## src/sv/fpll_pkg.sv

```systemverilog
// Shared types, constants and field widths for the four-pole ladder lowpass.
package fpll_pkg;

  localparam int SAMPLE_W   = 16;
  localparam int GAIN_W     = 15;
  localparam int RES_W      = 16;
  localparam int CFG_IDX_W  = 4;
  localparam int CFG_DATA_W = 16;

  localparam int DEF_NUM_STAGES  = 4;
  localparam int DEF_STATE_WIDTH = 24;

  // fb = round(res * last / 2^14), v = round(gain * (u - s) / 2^15)
  localparam int FB_SHIFT = 14;
  localparam int ST_SHIFT = 15;

  localparam logic [GAIN_W-1:0] GAIN_RST = 15'd4096;
  localparam logic [RES_W-1:0]  RES_RST  = 16'd32768;

  localparam logic [CFG_IDX_W-1:0] REG_STAGE_GAIN = 4'd0;
  localparam logic [CFG_IDX_W-1:0] REG_RESONANCE  = 4'd1;

  typedef enum logic {
    RND_FB,
    RND_STAGE
  } rnd_t;

  typedef enum logic [2:0] {
    ST_IDLE,
    ST_FEED,
    ST_MUL,
    ST_ACC,
    ST_DONE
  } state_t;

  typedef struct packed {
    logic in_take;       // item accepted this cycle
    logic op_fb;         // multiplier takes the feedback operands
    logic u_load;        // load the driving value from the feedback sum
    logic stage_upd;     // update the selected integrator
    logic last_upd;      // capture the last stage output
    logic out_load;      // load the output register
    logic out_src_last;  // output comes from the stored last stage value
  } ctl_t;

endpackage

```

## src/sv/fpll_mul.sv

```systemverilog
// Shared signed multiplier with registered product and round-half-up shift.
module fpll_mul
  import fpll_pkg::*;
#(
  parameter int STATE_WIDTH = DEF_STATE_WIDTH
) (
  input  logic                          clk,
  input  logic [RES_W-1:0]              op_a,
  input  logic signed [STATE_WIDTH:0]   op_b,
  input  rnd_t                          rnd_sel,
  output logic signed [STATE_WIDTH+1:0] rnd_out
);

  localparam int PROD_W = RES_W + STATE_WIDTH + 2;
  localparam logic signed [PROD_W:0] HALF_FB = (PROD_W+1)'(1) << (FB_SHIFT - 1);
  localparam logic signed [PROD_W:0] HALF_ST = (PROD_W+1)'(1) << (ST_SHIFT - 1);

  logic signed [PROD_W-1:0] prod_r;
  logic signed [PROD_W-1:0] prod_nxt;
  rnd_t                     sel_r;
  logic signed [PROD_W:0]   sum;
  logic signed [PROD_W:0]   shd;

  assign prod_nxt = $signed({1'b0, op_a}) * op_b;

  always_ff @(posedge clk) begin
    prod_r <= prod_nxt;
    sel_r  <= rnd_sel;
  end

  always_comb begin
    if (sel_r == RND_FB) begin
      sum = {prod_r[PROD_W-1], prod_r} + HALF_FB;
      shd = sum >>> FB_SHIFT;
    end else begin
      sum = {prod_r[PROD_W-1], prod_r} + HALF_ST;
      shd = sum >>> ST_SHIFT;
    end
  end

  assign rnd_out = shd[STATE_WIDTH+1:0];

endmodule

```

## src/sv/fpll_ctrl.sv

```systemverilog
// Sequencer: feedback product, then one multiply and one accumulate per stage.
module fpll_ctrl
  import fpll_pkg::*;
#(
  parameter int NUM_STAGES = DEF_NUM_STAGES,
  localparam int IDX_W = (NUM_STAGES > 1) ? $clog2(NUM_STAGES) : 1
) (
  input  logic             clk,
  input  logic             rst_n,
  input  logic             in_valid,
  input  logic             out_valid,
  input  logic             out_stall,
  output logic             in_stall,
  output ctl_t             ctl,
  output logic [IDX_W-1:0] stage_idx
);

  localparam logic [IDX_W-1:0] LAST_IDX = IDX_W'(NUM_STAGES - 1);

  state_t           state_r, state_nxt;
  logic [IDX_W-1:0] idx_r, idx_nxt;
  logic             slot_free;

  assign slot_free = !out_valid || !out_stall;
  assign stage_idx = idx_r;

  always_ff @(posedge clk) begin
    if (!rst_n) begin
      state_r <= ST_IDLE;
      idx_r   <= '0;
    end else begin
      state_r <= state_nxt;
      idx_r   <= idx_nxt;
    end
  end

  always_comb begin
    state_nxt = state_r;
    idx_nxt   = idx_r;
    in_stall  = 1'b1;
    ctl       = '0;
    case (state_r)
      ST_IDLE: begin
        in_stall   = 1'b0;
        ctl.op_fb  = 1'b1;
        if (in_valid) begin
          ctl.in_take = 1'b1;
          state_nxt   = ST_FEED;
        end
      end
      ST_FEED: begin
        ctl.u_load = 1'b1;
        idx_nxt    = '0;
        state_nxt  = ST_MUL;
      end
      ST_MUL: begin
        state_nxt = ST_ACC;
      end
      ST_ACC: begin
        ctl.stage_upd = 1'b1;
        if (idx_r == LAST_IDX) begin
          ctl.last_upd = 1'b1;
          if (slot_free) begin
            ctl.out_load = 1'b1;
            state_nxt    = ST_IDLE;
          end else begin
            state_nxt = ST_DONE;
          end
        end else begin
          idx_nxt   = idx_r + 1'b1;
          state_nxt = ST_MUL;
        end
      end
      ST_DONE: begin
        ctl.out_src_last = 1'b1;
        if (slot_free) begin
          ctl.out_load = 1'b1;
          state_nxt    = ST_IDLE;
        end
      end
      default: begin
        state_nxt = ST_IDLE;
      end
    endcase
  end

endmodule

```

## src/sv/four_pole_ladder_lowpass_core.sv

```systemverilog
// Top level of the four-pole resonant ladder lowpass.
//
// One signed Q1.15 sample in, one filtered Q1.15 sample out. The driving
// value is the input minus 4*resonance times the previous item's last-stage
// output; it then runs through NUM_STAGES trapezoidal one-pole integrators
// (v = g*(u - s), y = v + s, s' = y + v), and the last stage's output,
// saturated to 16 bits, is the result. Internal values and integrator states
// are STATE_WIDTH-bit signed on the sample's LSB scale and saturate there.
// All products go through one shared multiplier: first the feedback product,
// then one product per stage, each followed by a round-and-accumulate step.
// in_stall is high after acceptance until the result register is loaded, so
// no new item is taken while one is in work. The result sits in an output
// register, so the next item is accepted while it waits; if the previous
// result has still not been taken when the new one is ready, the block holds
// it and waits. stage_gain holds G/(1+G) in unsigned Q0.15 (reset 4096),
// resonance is unsigned Q0.16 (reset 32768). The config port is always
// ready; write it only while idle. Writes to unknown indexes are dropped.
module four_pole_ladder_lowpass_core
  import fpll_pkg::*;
#(
  parameter int NUM_STAGES  = DEF_NUM_STAGES,   // 1..8
  parameter int STATE_WIDTH = DEF_STATE_WIDTH   // 18..32
) (
  input  logic                       clk,
  input  logic                       rst_n,
  // input item channel
  input  logic                       in_valid,
  output logic                       in_stall,
  input  logic signed [SAMPLE_W-1:0] in_sample_in,
  // result channel
  output logic                       out_valid,
  input  logic                       out_stall,
  output logic signed [SAMPLE_W-1:0] out_sample_out,
  // configuration writes
  input  logic                       cfg_valid,
  output logic                       cfg_ready,
  input  logic [CFG_IDX_W-1:0]       cfg_index,
  input  logic [CFG_DATA_W-1:0]      cfg_data
);

  localparam int SW    = STATE_WIDTH;
  localparam int IDX_W = (NUM_STAGES > 1) ? $clog2(NUM_STAGES) : 1;

  // clip a sum with three guard bits back to SW bits
  function automatic logic signed [SW-1:0] clip_sw(input logic signed [SW+2:0] val);
    logic [3:0] top;
    top = val[SW+2:SW-1];
    if ((&top) || !(|top)) begin
      return val[SW-1:0];
    end else if (val[SW+2]) begin
      return {1'b1, {(SW-1){1'b0}}};
    end else begin
      return {1'b0, {(SW-1){1'b1}}};
    end
  endfunction

  // saturate an internal value to the 16-bit sample range
  function automatic logic signed [SAMPLE_W-1:0] sat16(input logic signed [SW-1:0] val);
    logic [SW-SAMPLE_W:0] top;
    top = val[SW-1:SAMPLE_W-1];
    if ((&top) || !(|top)) begin
      return val[SAMPLE_W-1:0];
    end else if (val[SW-1]) begin
      return {1'b1, {(SAMPLE_W-1){1'b0}}};
    end else begin
      return {1'b0, {(SAMPLE_W-1){1'b1}}};
    end
  endfunction

  // config registers
  logic [GAIN_W-1:0] gain_r;
  logic [RES_W-1:0]  res_r;

  // filter state
  logic signed [SW-1:0] stage_r [NUM_STAGES];
  logic signed [SW-1:0] last_r;

  // working registers
  logic signed [SAMPLE_W-1:0] x_r;
  logic signed [SW-1:0]       u_r;
  logic                       out_valid_r;
  logic signed [SAMPLE_W-1:0] out_data_r;

  ctl_t             ctl;
  logic [IDX_W-1:0] stage_idx;

  logic [RES_W-1:0]       op_a;
  logic signed [SW:0]     op_b;
  rnd_t                   rnd_sel;
  logic signed [SW+1:0]   rnd;
  logic signed [SW-1:0]   s_cur;
  logic signed [SW+2:0]   u_full;
  logic signed [SW-1:0]   u_new;
  logic signed [SW+2:0]   y_full;
  logic signed [SW-1:0]   y;
  logic signed [SW+2:0]   s_full;
  logic signed [SW-1:0]   s_new;

  fpll_ctrl #(
    .NUM_STAGES(NUM_STAGES)
  ) u_ctrl (
    .clk       (clk),
    .rst_n     (rst_n),
    .in_valid  (in_valid),
    .out_valid (out_valid_r),
    .out_stall (out_stall),
    .in_stall  (in_stall),
    .ctl       (ctl),
    .stage_idx (stage_idx)
  );

  // Operand select: feedback product at acceptance, stage products after.
  assign s_cur   = stage_r[stage_idx];
  assign op_a    = ctl.op_fb ? res_r : {1'b0, gain_r};
  assign op_b    = ctl.op_fb ? {last_r[SW-1], last_r}
                             : ({u_r[SW-1], u_r} - {s_cur[SW-1], s_cur});
  assign rnd_sel = ctl.op_fb ? RND_FB : RND_STAGE;

  fpll_mul #(
    .STATE_WIDTH(STATE_WIDTH)
  ) u_mul (
    .clk     (clk),
    .op_a    (op_a),
    .op_b    (op_b),
    .rnd_sel (rnd_sel),
    .rnd_out (rnd)
  );

  // u = clip(x - fb)
  assign u_full = {{(SW+3-SAMPLE_W){x_r[SAMPLE_W-1]}}, x_r} - {rnd[SW+1], rnd};
  assign u_new  = clip_sw(u_full);

  // y = clip(v + s), s' = clip(y + v); v is the rounded stage product
  assign y_full = {rnd[SW+1], rnd} + {{3{s_cur[SW-1]}}, s_cur};
  assign y      = clip_sw(y_full);
  assign s_full = {{3{y[SW-1]}}, y} + {rnd[SW+1], rnd};
  assign s_new  = clip_sw(s_full);

  always_ff @(posedge clk) begin
    if (!rst_n) begin
      gain_r <= GAIN_RST;
      res_r  <= RES_RST;
    end else if (cfg_valid) begin
      case (cfg_index)
        REG_STAGE_GAIN: gain_r <= cfg_data[GAIN_W-1:0];
        REG_RESONANCE:  res_r  <= cfg_data;
        default: ;
      endcase
    end
  end

  always_ff @(posedge clk) begin
    if (!rst_n) begin
      for (int i = 0; i < NUM_STAGES; i++) begin
        stage_r[i] <= '0;
      end
      last_r <= '0;
    end else begin
      if (ctl.stage_upd) begin
        stage_r[stage_idx] <= s_new;
      end
      if (ctl.last_upd) begin
        last_r <= y;
      end
    end
  end

  always_ff @(posedge clk) begin
    if (ctl.in_take) begin
      x_r <= in_sample_in;
    end
    if (ctl.u_load) begin
      u_r <= u_new;
    end else if (ctl.stage_upd) begin
      u_r <= y;   // stage output drives the next stage
    end
  end

  // output register
  always_ff @(posedge clk) begin
    if (!rst_n) begin
      out_valid_r <= 1'b0;
    end else if (ctl.out_load) begin
      out_valid_r <= 1'b1;
    end else if (out_valid_r && !out_stall) begin
      out_valid_r <= 1'b0;
    end
  end

  always_ff @(posedge clk) begin
    if (ctl.out_load) begin
      out_data_r <= sat16(ctl.out_src_last ? last_r : y);
    end
  end

  assign out_valid      = out_valid_r;
  assign out_sample_out = out_data_r;
  assign cfg_ready      = 1'b1;

endmodule

```

## config.mk

```make
export PLATFORM = sky130hd
export DESIGN_NAME = four_pole_ladder_lowpass_core
export DESIGN_NICKNAME = d
export VERILOG_FILES = /design/src/sv/fpll_pkg.sv /design/src/sv/fpll_mul.sv /design/src/sv/fpll_ctrl.sv /design/src/sv/four_pole_ladder_lowpass_core.sv
export SDC_FILE = /design/constraint.sdc
export NUM_CORES = 2
export LEC_CHECK = 0
export ABC_AREA = 1
export BUFFER_PORTS_ARGS = -buffer_cell sky130_fd_sc_hd__clkbuf_2
export CAP_MARGIN = 5
export CORE_ASPECT_RATIO = 1.4
export CORE_UTILIZATION = 46
export DETAILED_ROUTE_END_ITERATION = 16
export PLACE_DENSITY_LB_ADDON = 0.15
export SETUP_SLACK_MARGIN = 0.2
export SLEW_MARGIN = 20
export SYNTH_ARGS = -nofsm -noshare
export SYNTH_HDL_FRONTEND = slang
export SYNTH_HIERARCHICAL = 1
export SYNTH_SLANG_ARGS = --single-unit
```

## constraint.sdc

```tcl
create_clock -name clk -period 13.41 [get_ports clk]
set_input_delay 0 -clock clk [delete_from_list [all_inputs] [get_ports clk]]
set_output_delay 0 -clock clk [all_outputs]
set_load 0.01 [all_outputs]
```

# Word level (Yosys, flattened, before mapping)
# Memories as Yosys holds them, arrays and structs flattened. A register that Yosys moved wholly into a read port is not among the register bits.
# Index checks and enable logic that the tools add are counted.
[classes]
bitwise_logic = 0
div = 0
n_mux = 42
n_reduce_logical = 30
n_shift = 0
mul = 1
n_addsub = 7
n_eq_ne = 9
n_lt_le_gt_ge = 0
[op_table]
columns = ["op", "n"]
rows = [
  ["two-way mux 24 bit", 10],
  ["two-way mux 16 bit", 3],
  ["adder 41 x 16 -> 41 bit, second input constant", 1],
  ["multiplier 17 x 25 -> 41 bit", 1],
  ["adder 40 x 15 -> 40 bit, second input constant", 1],
  ["adder 24 x 26 -> 27 bit", 1],
  ["adder 26 x 24 -> 27 bit", 1],
  ["subtractor 16 x 26 -> 27 bit", 1],
  ["two-way mux 26 bit", 1],
  ["two-way mux 25 bit", 1],
  ["subtractor 24 x 24 -> 25 bit", 1],
  ["OR reduction 24 bit", 1],
  ["case mux 3 bit (5 select lines)", 1],
  ["two-way mux 2 bit", 7],
  ["two-way mux 1 bit", 13],
  ["two-way mux 3 bit", 4],
  ["AND reduction 4 bit", 3],
  ["OR reduction 4 bit", 3],
  ["AND reduction 9 bit", 1],
  ["OR reduction 9 bit", 1],
  ["AND reduction 2 bit", 4],
  ["equality test 3 x 2 -> 1 bit, second input constant", 2],
  ["zero test 1 bit", 6],
  ["nonzero test 2 bit", 3],
  ["other kinds (13)", 18],
]
[word_totals]
ramBits = 96
memories = 1
elab_cells = 101
romBits = 0
latchBits = 0
ff_bits = 159
[mem_list]
columns = ["name", "words", "word_bits", "read_ports", "rd_ports_with_merged_regs", "write_ports", "line", "source"]
rows = [
  ["stage_r", 4, 24, 1, 1, 4, "four_pole_ladder_lowpass_core.sv:75", "logic signed [SW-1:0] stage_r [NUM_STAGES];"],
]

# Longest topological paths before layout
[logic_depth]
word_depth = 13
mapped_depth = 49
ltp_nobuf = 46

# Hierarchy
# The synthesis kept the hierarchy.
[by_module_without_submodules]
columns = ["module", "cells_per_inst", "instances", "area_per_inst_um2"]
rows = [
  ["fpll_mul", 2286, 1, 16911.2],
  ["four_pole_ladder_lowpass_core", 2183, 1, 15561.2],
  ["fpll_ctrl", 49, 1, 320.3],
]

# Worst setup path before layout
# No wires, ideal clock.
[synth_path]
kind = "register -> register"
from = "register, netlist name u_ctrl/stage_idx[1]"
to = "register u_mul.prod_r[35]"
n_path_buf = 4
arrival_ns = 7.981
path_stages_with_launch = 45
path_slack_ns = 5.316
setup_time_ns = 0.112
required_ns = 13.298
synth_period_minus_slack_ns = 8.094
path_cell_list = "dfxtp_1 -> clkbuf_1 -> clkinv_1 -> nor2_1 -> clkbuf_1 -> nand2_1 -> nand2_1 -> a31oi_1 -> ha_1 -> a21oi_1 -> nand2_1 -> nand2_1 -> nand2_1 -> a21oi_1 -> inv_1 -> a21oi_1 -> inv_1 -> a21oi_1 -> [... 9 more ...] -> fa_1 -> fa_1 -> inv_1 -> fa_1 -> fa_1 -> inv_1 -> fa_1 -> inv_1 -> ha_1 -> nand2_1 -> nor2_1 -> inv_1 -> nor2_1 -> inv_1 -> nor3_1 -> nand2_1 -> nand3_1 -> nand2_1"
[synth_rtl]
columns = ["element", "line", "source"]
rows = [
  ["to (signal assigned)", "fpll_mul.sv:27", "prod_r <= prod_nxt;"],
  ["to (decl)", "fpll_mul.sv:18", "logic signed [PROD_W-1:0] prod_r;"],
]

==> metrics.sh <==
CORE_REGION_AREA_UM2=70400
TIMING.FINAL.CRIT_SHARE_PCT=71.7
NUMBER_OF_GLOBAL_ROUTE_VIAS_BEFORE_REPAIR=28900
SYN-CELL-AREA_UM2=32800
PLACE_CONGESTION=0.982
NUMPLACEDINSTANCES=5395
SYN_INST=4518
DRT-WIRELENGTH-PER-CELL_UM=19.1
TIMING.SETUP.TNS_NS=0
POST_CTS.RESIZED_INSTANCES=0
CRITICAL-PATH-MAX-STAGE-DELAY_NS=0.57
NUM_ROWS=115
GRT.OVERFLOW.TOTAL=0
ROUTED_WIRE_LENGTH_UM=105000
CLK_PATH_BUF_DEPTH=3
FINALCRITICALPERIOD_NS=9.61
POSTSYNTHREGISTERBITS=242
MAIN_COMBINATIONAL_CELL_FAMILY_BY_AREA_AFTER_SYNTHESIS='adder cells'
VDD_IR_DROP_MAX_V=0.000177
YOSYS-MUX-AREA-FRACTION_PCT=0.0305
VIAS_PER_CELL=5.15
START_UTIL_PCT=46.6
DR_TOTAL_VIAS=28200
CRIT_FAMILY='adder cells'
POST_SYNTH_NUM_CELL_TYPES=59
CLK_TRANSITION_REPORTED_PATHS_NS=0.06
POST-CTS-SETUP-BUFFERS=0
CRIT_TYPE='reg2reg'
UNREPAIRED_SETUP_ENDPOINTS_AFTER_GLOBAL_ROUTING='no'
CPMAXSTAGEDELAYCELL='sky130_fd_sc_hd__dfxtp_1'
FINAL_NETS=5156
SETUP_VIOL=0
FINAL_REPORT_MAX_SLEW_VIOLATION_COUNT=0
NUMCTSBUFFERS=25
POST_ROUTE_CELLS_DRIVE_ABOVE_1_SHARE_PCT=6.78
DRT_DRC_VIOLATIONS_LEFT=0
SEQ_AREA_FRAC_SYNTH_PCT=19.4
TIMING.MAX_SLEW.REL_SLACK_PCT=23.9
INSERTION_DELAY_NS=0.57
SYNTH_FLOP_TYPE='sky130_fd_sc_hd__edfxtp_1'
PIN_COUNT=60
CHIPWIDTH_UM=228
POWER_LEAKAGE_uW=0.0186
TIMING.FINAL.HOLD_VIOLATIONS=0
DESIGN.DIE.AREA_UM2=72400
CTS_TREE='done'
LAYOUT_COMMONEST_CELL='sky130_fd_sc_hd__nand2_1'
SYNTH_SIMPLE_GATE_AREA_SHARE_PCT=23.9
MIN_PATH_TYPE='in2reg'
SYNTHTOLAYOUTAREAGROWTH_PCT=7.55
ARRIVAL_NS=10.06
CRITPATHREQUIREDTIME_NS=13.86
CTS.SINK_COUNT=242
CTS_ROOT_CELL='sky130_fd_sc_hd__clkbuf_16'
DETAILEDROUTE.FIRSTPASSITERATIONCOUNT=5
SYNTH_COMPOUND_GATE_AREA_SHARE_PCT=8.26
YOSYSWARNINGCOUNT=6
STATUS='finished clean'
TIMING.CLOCK.SKEW_NS=0.0114
CRITICAL_PATH_BUF_INV_COUNT=9
NUMBER_OF_ANTENNA_VIOLATIONS_AT_THE_FIRST_CHECK_IN_GLOBAL_ROUTING=0
SYNTH_EDF_COUNT=152
LAYOUT.CELLS.MOST_COMMON_LIST='1310 x sky130_fd_sc_hd__nand2_1, 999 x sky130_fd_sc_hd__inv_1, 388 x sky130_fd_sc_hd__fa_1'
SYNTH_XOR_XNOR_AREA_SHARE_PCT=3.07
GRT_MAX_DEGREE=56
WORST_SLEW_PIN_SLEW_NS=1.14
HPWL_UM=84900
FINAL-INSTANCE-COUNT-EXCL-FILL=5476
POST-ROUTE-UTIL_PCT=50.1
DRTANTENNAVIOLNETS=0
CRITICAL_PATH.STARTPOINT_TYPE='flip-flop'
HOLDBUFCOUNTCTS=35
DRT_ITER0_MARKERS=1604
ENDPOINT_KIND='flip-flop'
GRT_FIRST_PASS_WIRELENGTH_UM=160000
ANTENNA_CELLS_INSERTED=0
GR-USAGE-ALL-LAYERS_PCT=29.2
POSTSYNTHAREAPERCELL_UM2=7.26
HTREE_LEVELS=1
DRV_CAP=0
WORSTPATHMAXFANOUT=43
ACHIEVABLE-FREQUENCY_MHz=104
SYNTHADDERAREAFRAC_PCT=31.5
NUMBER_OF_NETS_PRODUCED_BY_SYNTHESIS=5153
POSTSYNTH.ASYNCRESETSHARE_PCT=0
IO_BUFFER_COUNT=58
FINALHOLDWORSTSLACK_NS=0.0459
DIEHEIGHT_UM=318
CELLPOWERDENSITY_nW_PER_UM2=164
-- through the flow --
stage	setup WS (ns)	total power, uW	instance area (um2)
finish	3.80	5780	35300
global route	3.21	6220	35300
CTS	3.86	5750	35300
detailed placement	3.90	4990	34100
global placement	3.92	4990	34100
floorplan	5.32	3730	32800
-- registers in the layout, indices dropped and copies added (netlist names) --
name,count
u_mul/prod_r,28
res_r,16
u_r,24
u_ctrl/state_r,3
out_sample_out,16
u_mul/sel_r,1
gain_r,15
out_valid,1
u_ctrl/stage_idx,2
last_r,24
x_r,16
stage_r,96
-- worst min-delay path: cells and delay by family --
| family | cells | cell delay [ns] |
|---|---|---|
| buffers and inverters | 2 | 0.39 |
| and+or+nand+nor | 1 | 0.16 |
-- routing by layer --
| metal | part of all wire, % | up-vias | GRT usage, % | wire length, um |
|---|---|---|---|---|
| li1 | - | 13700 | - | - |
| met1 | 36 | 13500 | 30.6 | 37700 |
| met2 | 53 | 735 | 54.9 | 55400 |
| met3 | 3.6 | 283 | 2.49 | 3790 |
| met4 | 7.4 | 0 | 18.7 | 7730 |
| met5 | 0 | - | 0 | 0 |
-- synthesized netlist by cell type (2+ instances only) --
cell | number | area (um2)
sky130_fd_sc_hd__nand2_1 | 1310 | 4920
sky130_fd_sc_hd__nor3_1 | 33 | 165
sky130_fd_sc_hd__fa_1 | 388 | 7770
sky130_fd_sc_hd__clkbuf_1 | 148 | 556
sky130_fd_sc_hd__inv_1 | 1000 | 3750
sky130_fd_sc_hd__o21ai_0 | 160 | 801
sky130_fd_sc_hd__dfxtp_1 | 90 | 1800
sky130_fd_sc_hd__buf_4 | 5 | 37.5
sky130_fd_sc_hd__a21oi_1 | 211 | 1060
sky130_fd_sc_hd__inv_2 | 3 | 11.3
sky130_fd_sc_hd__nor2_4 | 3 | 33.8
sky130_fd_sc_hd__nand3b_1 | 2 | 15.0
sky130_fd_sc_hd__nand3_2 | 8 | 80.1
sky130_fd_sc_hd__nand3_1 | 147 | 736
sky130_fd_sc_hd__xnor2_1 | 45 | 394
sky130_fd_sc_hd__edfxtp_1 | 152 | 4560
sky130_fd_sc_hd__a21o_1 | 12 | 90.1
sky130_fd_sc_hd__xor2_1 | 70 | 613
sky130_fd_sc_hd__a31oi_1 | 29 | 181
sky130_fd_sc_hd__o21ai_1 | 9 | 45.0
sky130_fd_sc_hd__ha_1 | 206 | 2580
sky130_fd_sc_hd__nand2_2 | 16 | 100
sky130_fd_sc_hd__and2_1 | 3 | 18.8
sky130_fd_sc_hd__nor2_2 | 10 | 62.6
sky130_fd_sc_hd__o21bai_1 | 18 | 135
sky130_fd_sc_hd__a21oi_2 | 2 | 17.5
sky130_fd_sc_hd__nor4_1 | 7 | 43.8
sky130_fd_sc_hd__or2_2 | 66 | 413
sky130_fd_sc_hd__a21boi_0 | 7 | 52.6
sky130_fd_sc_hd__clkinv_1 | 2 | 7.51
sky130_fd_sc_hd__o31ai_1 | 3 | 22.5
sky130_fd_sc_hd__o211ai_1 | 4 | 30.0
sky130_fd_sc_hd__buf_6 | 6 | 67.6
sky130_fd_sc_hd__nor2_1 | 263 | 987
sky130_fd_sc_hd__o21ai_2 | 9 | 78.8
sky130_fd_sc_hd__o221ai_1 | 2 | 17.5
sky130_fd_sc_hd__nand4_1 | 23 | 144
sky130_fd_sc_hd__a211oi_1 | 3 | 22.5
sky130_fd_sc_hd__buf_2 | 11 | 55.1
sky130_fd_sc_hd__o21a_1 | 8 | 60.1
sky130_fd_sc_hd__nand2_4 | 2 | 22.5
sky130_fd_sc_hd__nor3_2 | 3 | 30.0
sky130_fd_sc_hd__a221oi_1 | 3 | 26.3
-- path summary, 6_finish.rpt --
path	from	to	slack (ns)	cells after the start
hold / removal	rst_n	gain_r[12]$_SDFFE_PN1P_	0.05	3
hold reg to reg	gain_r[12]$_SDFFE_PN1P_	gain_r[12]$_SDFFE_PN1P_	0.46	2
setup / recovery	u_ctrl/stage_idx[0]$_SDFFE_PN0P_	u_mul/prod_r[24]$_DFF_P_	3.80	38
setup reg to reg	u_ctrl/stage_idx[0]$_SDFFE_PN0P_	u_mul/prod_r[24]$_DFF_P_	3.80	38
-- cell families (layout without fill, tap and decap cells) --
group	after synthesis	after routing
muxes	1	1
xor gates and xnor gates	115	115
AOI/OAI and AO/OA	487	487
DFF	242	242
buffers and inverters	1176	1198
other	1	1
adders and majority gates	594	594
and+or+nand+nor	1902	1902
-- area by class of cell --
class / instances / area (um2)
inverter: 1005 / 3770
clock buffer: 26 / 629
tap: 936 / 1170
clock inverter: 20 / 195
sequential: 242 / 6370
multi-input combinational: 3100 / 22100
timing repair buffer: 147 / 1050
fill: 7198 / 35100
-- report_power, final --
part	switching (uW)	internal [uW]
combinational	2840	1240
clock	325	402
sequential	60.2	911
total	3230	2550
Power figures use the tool's default switching activity.
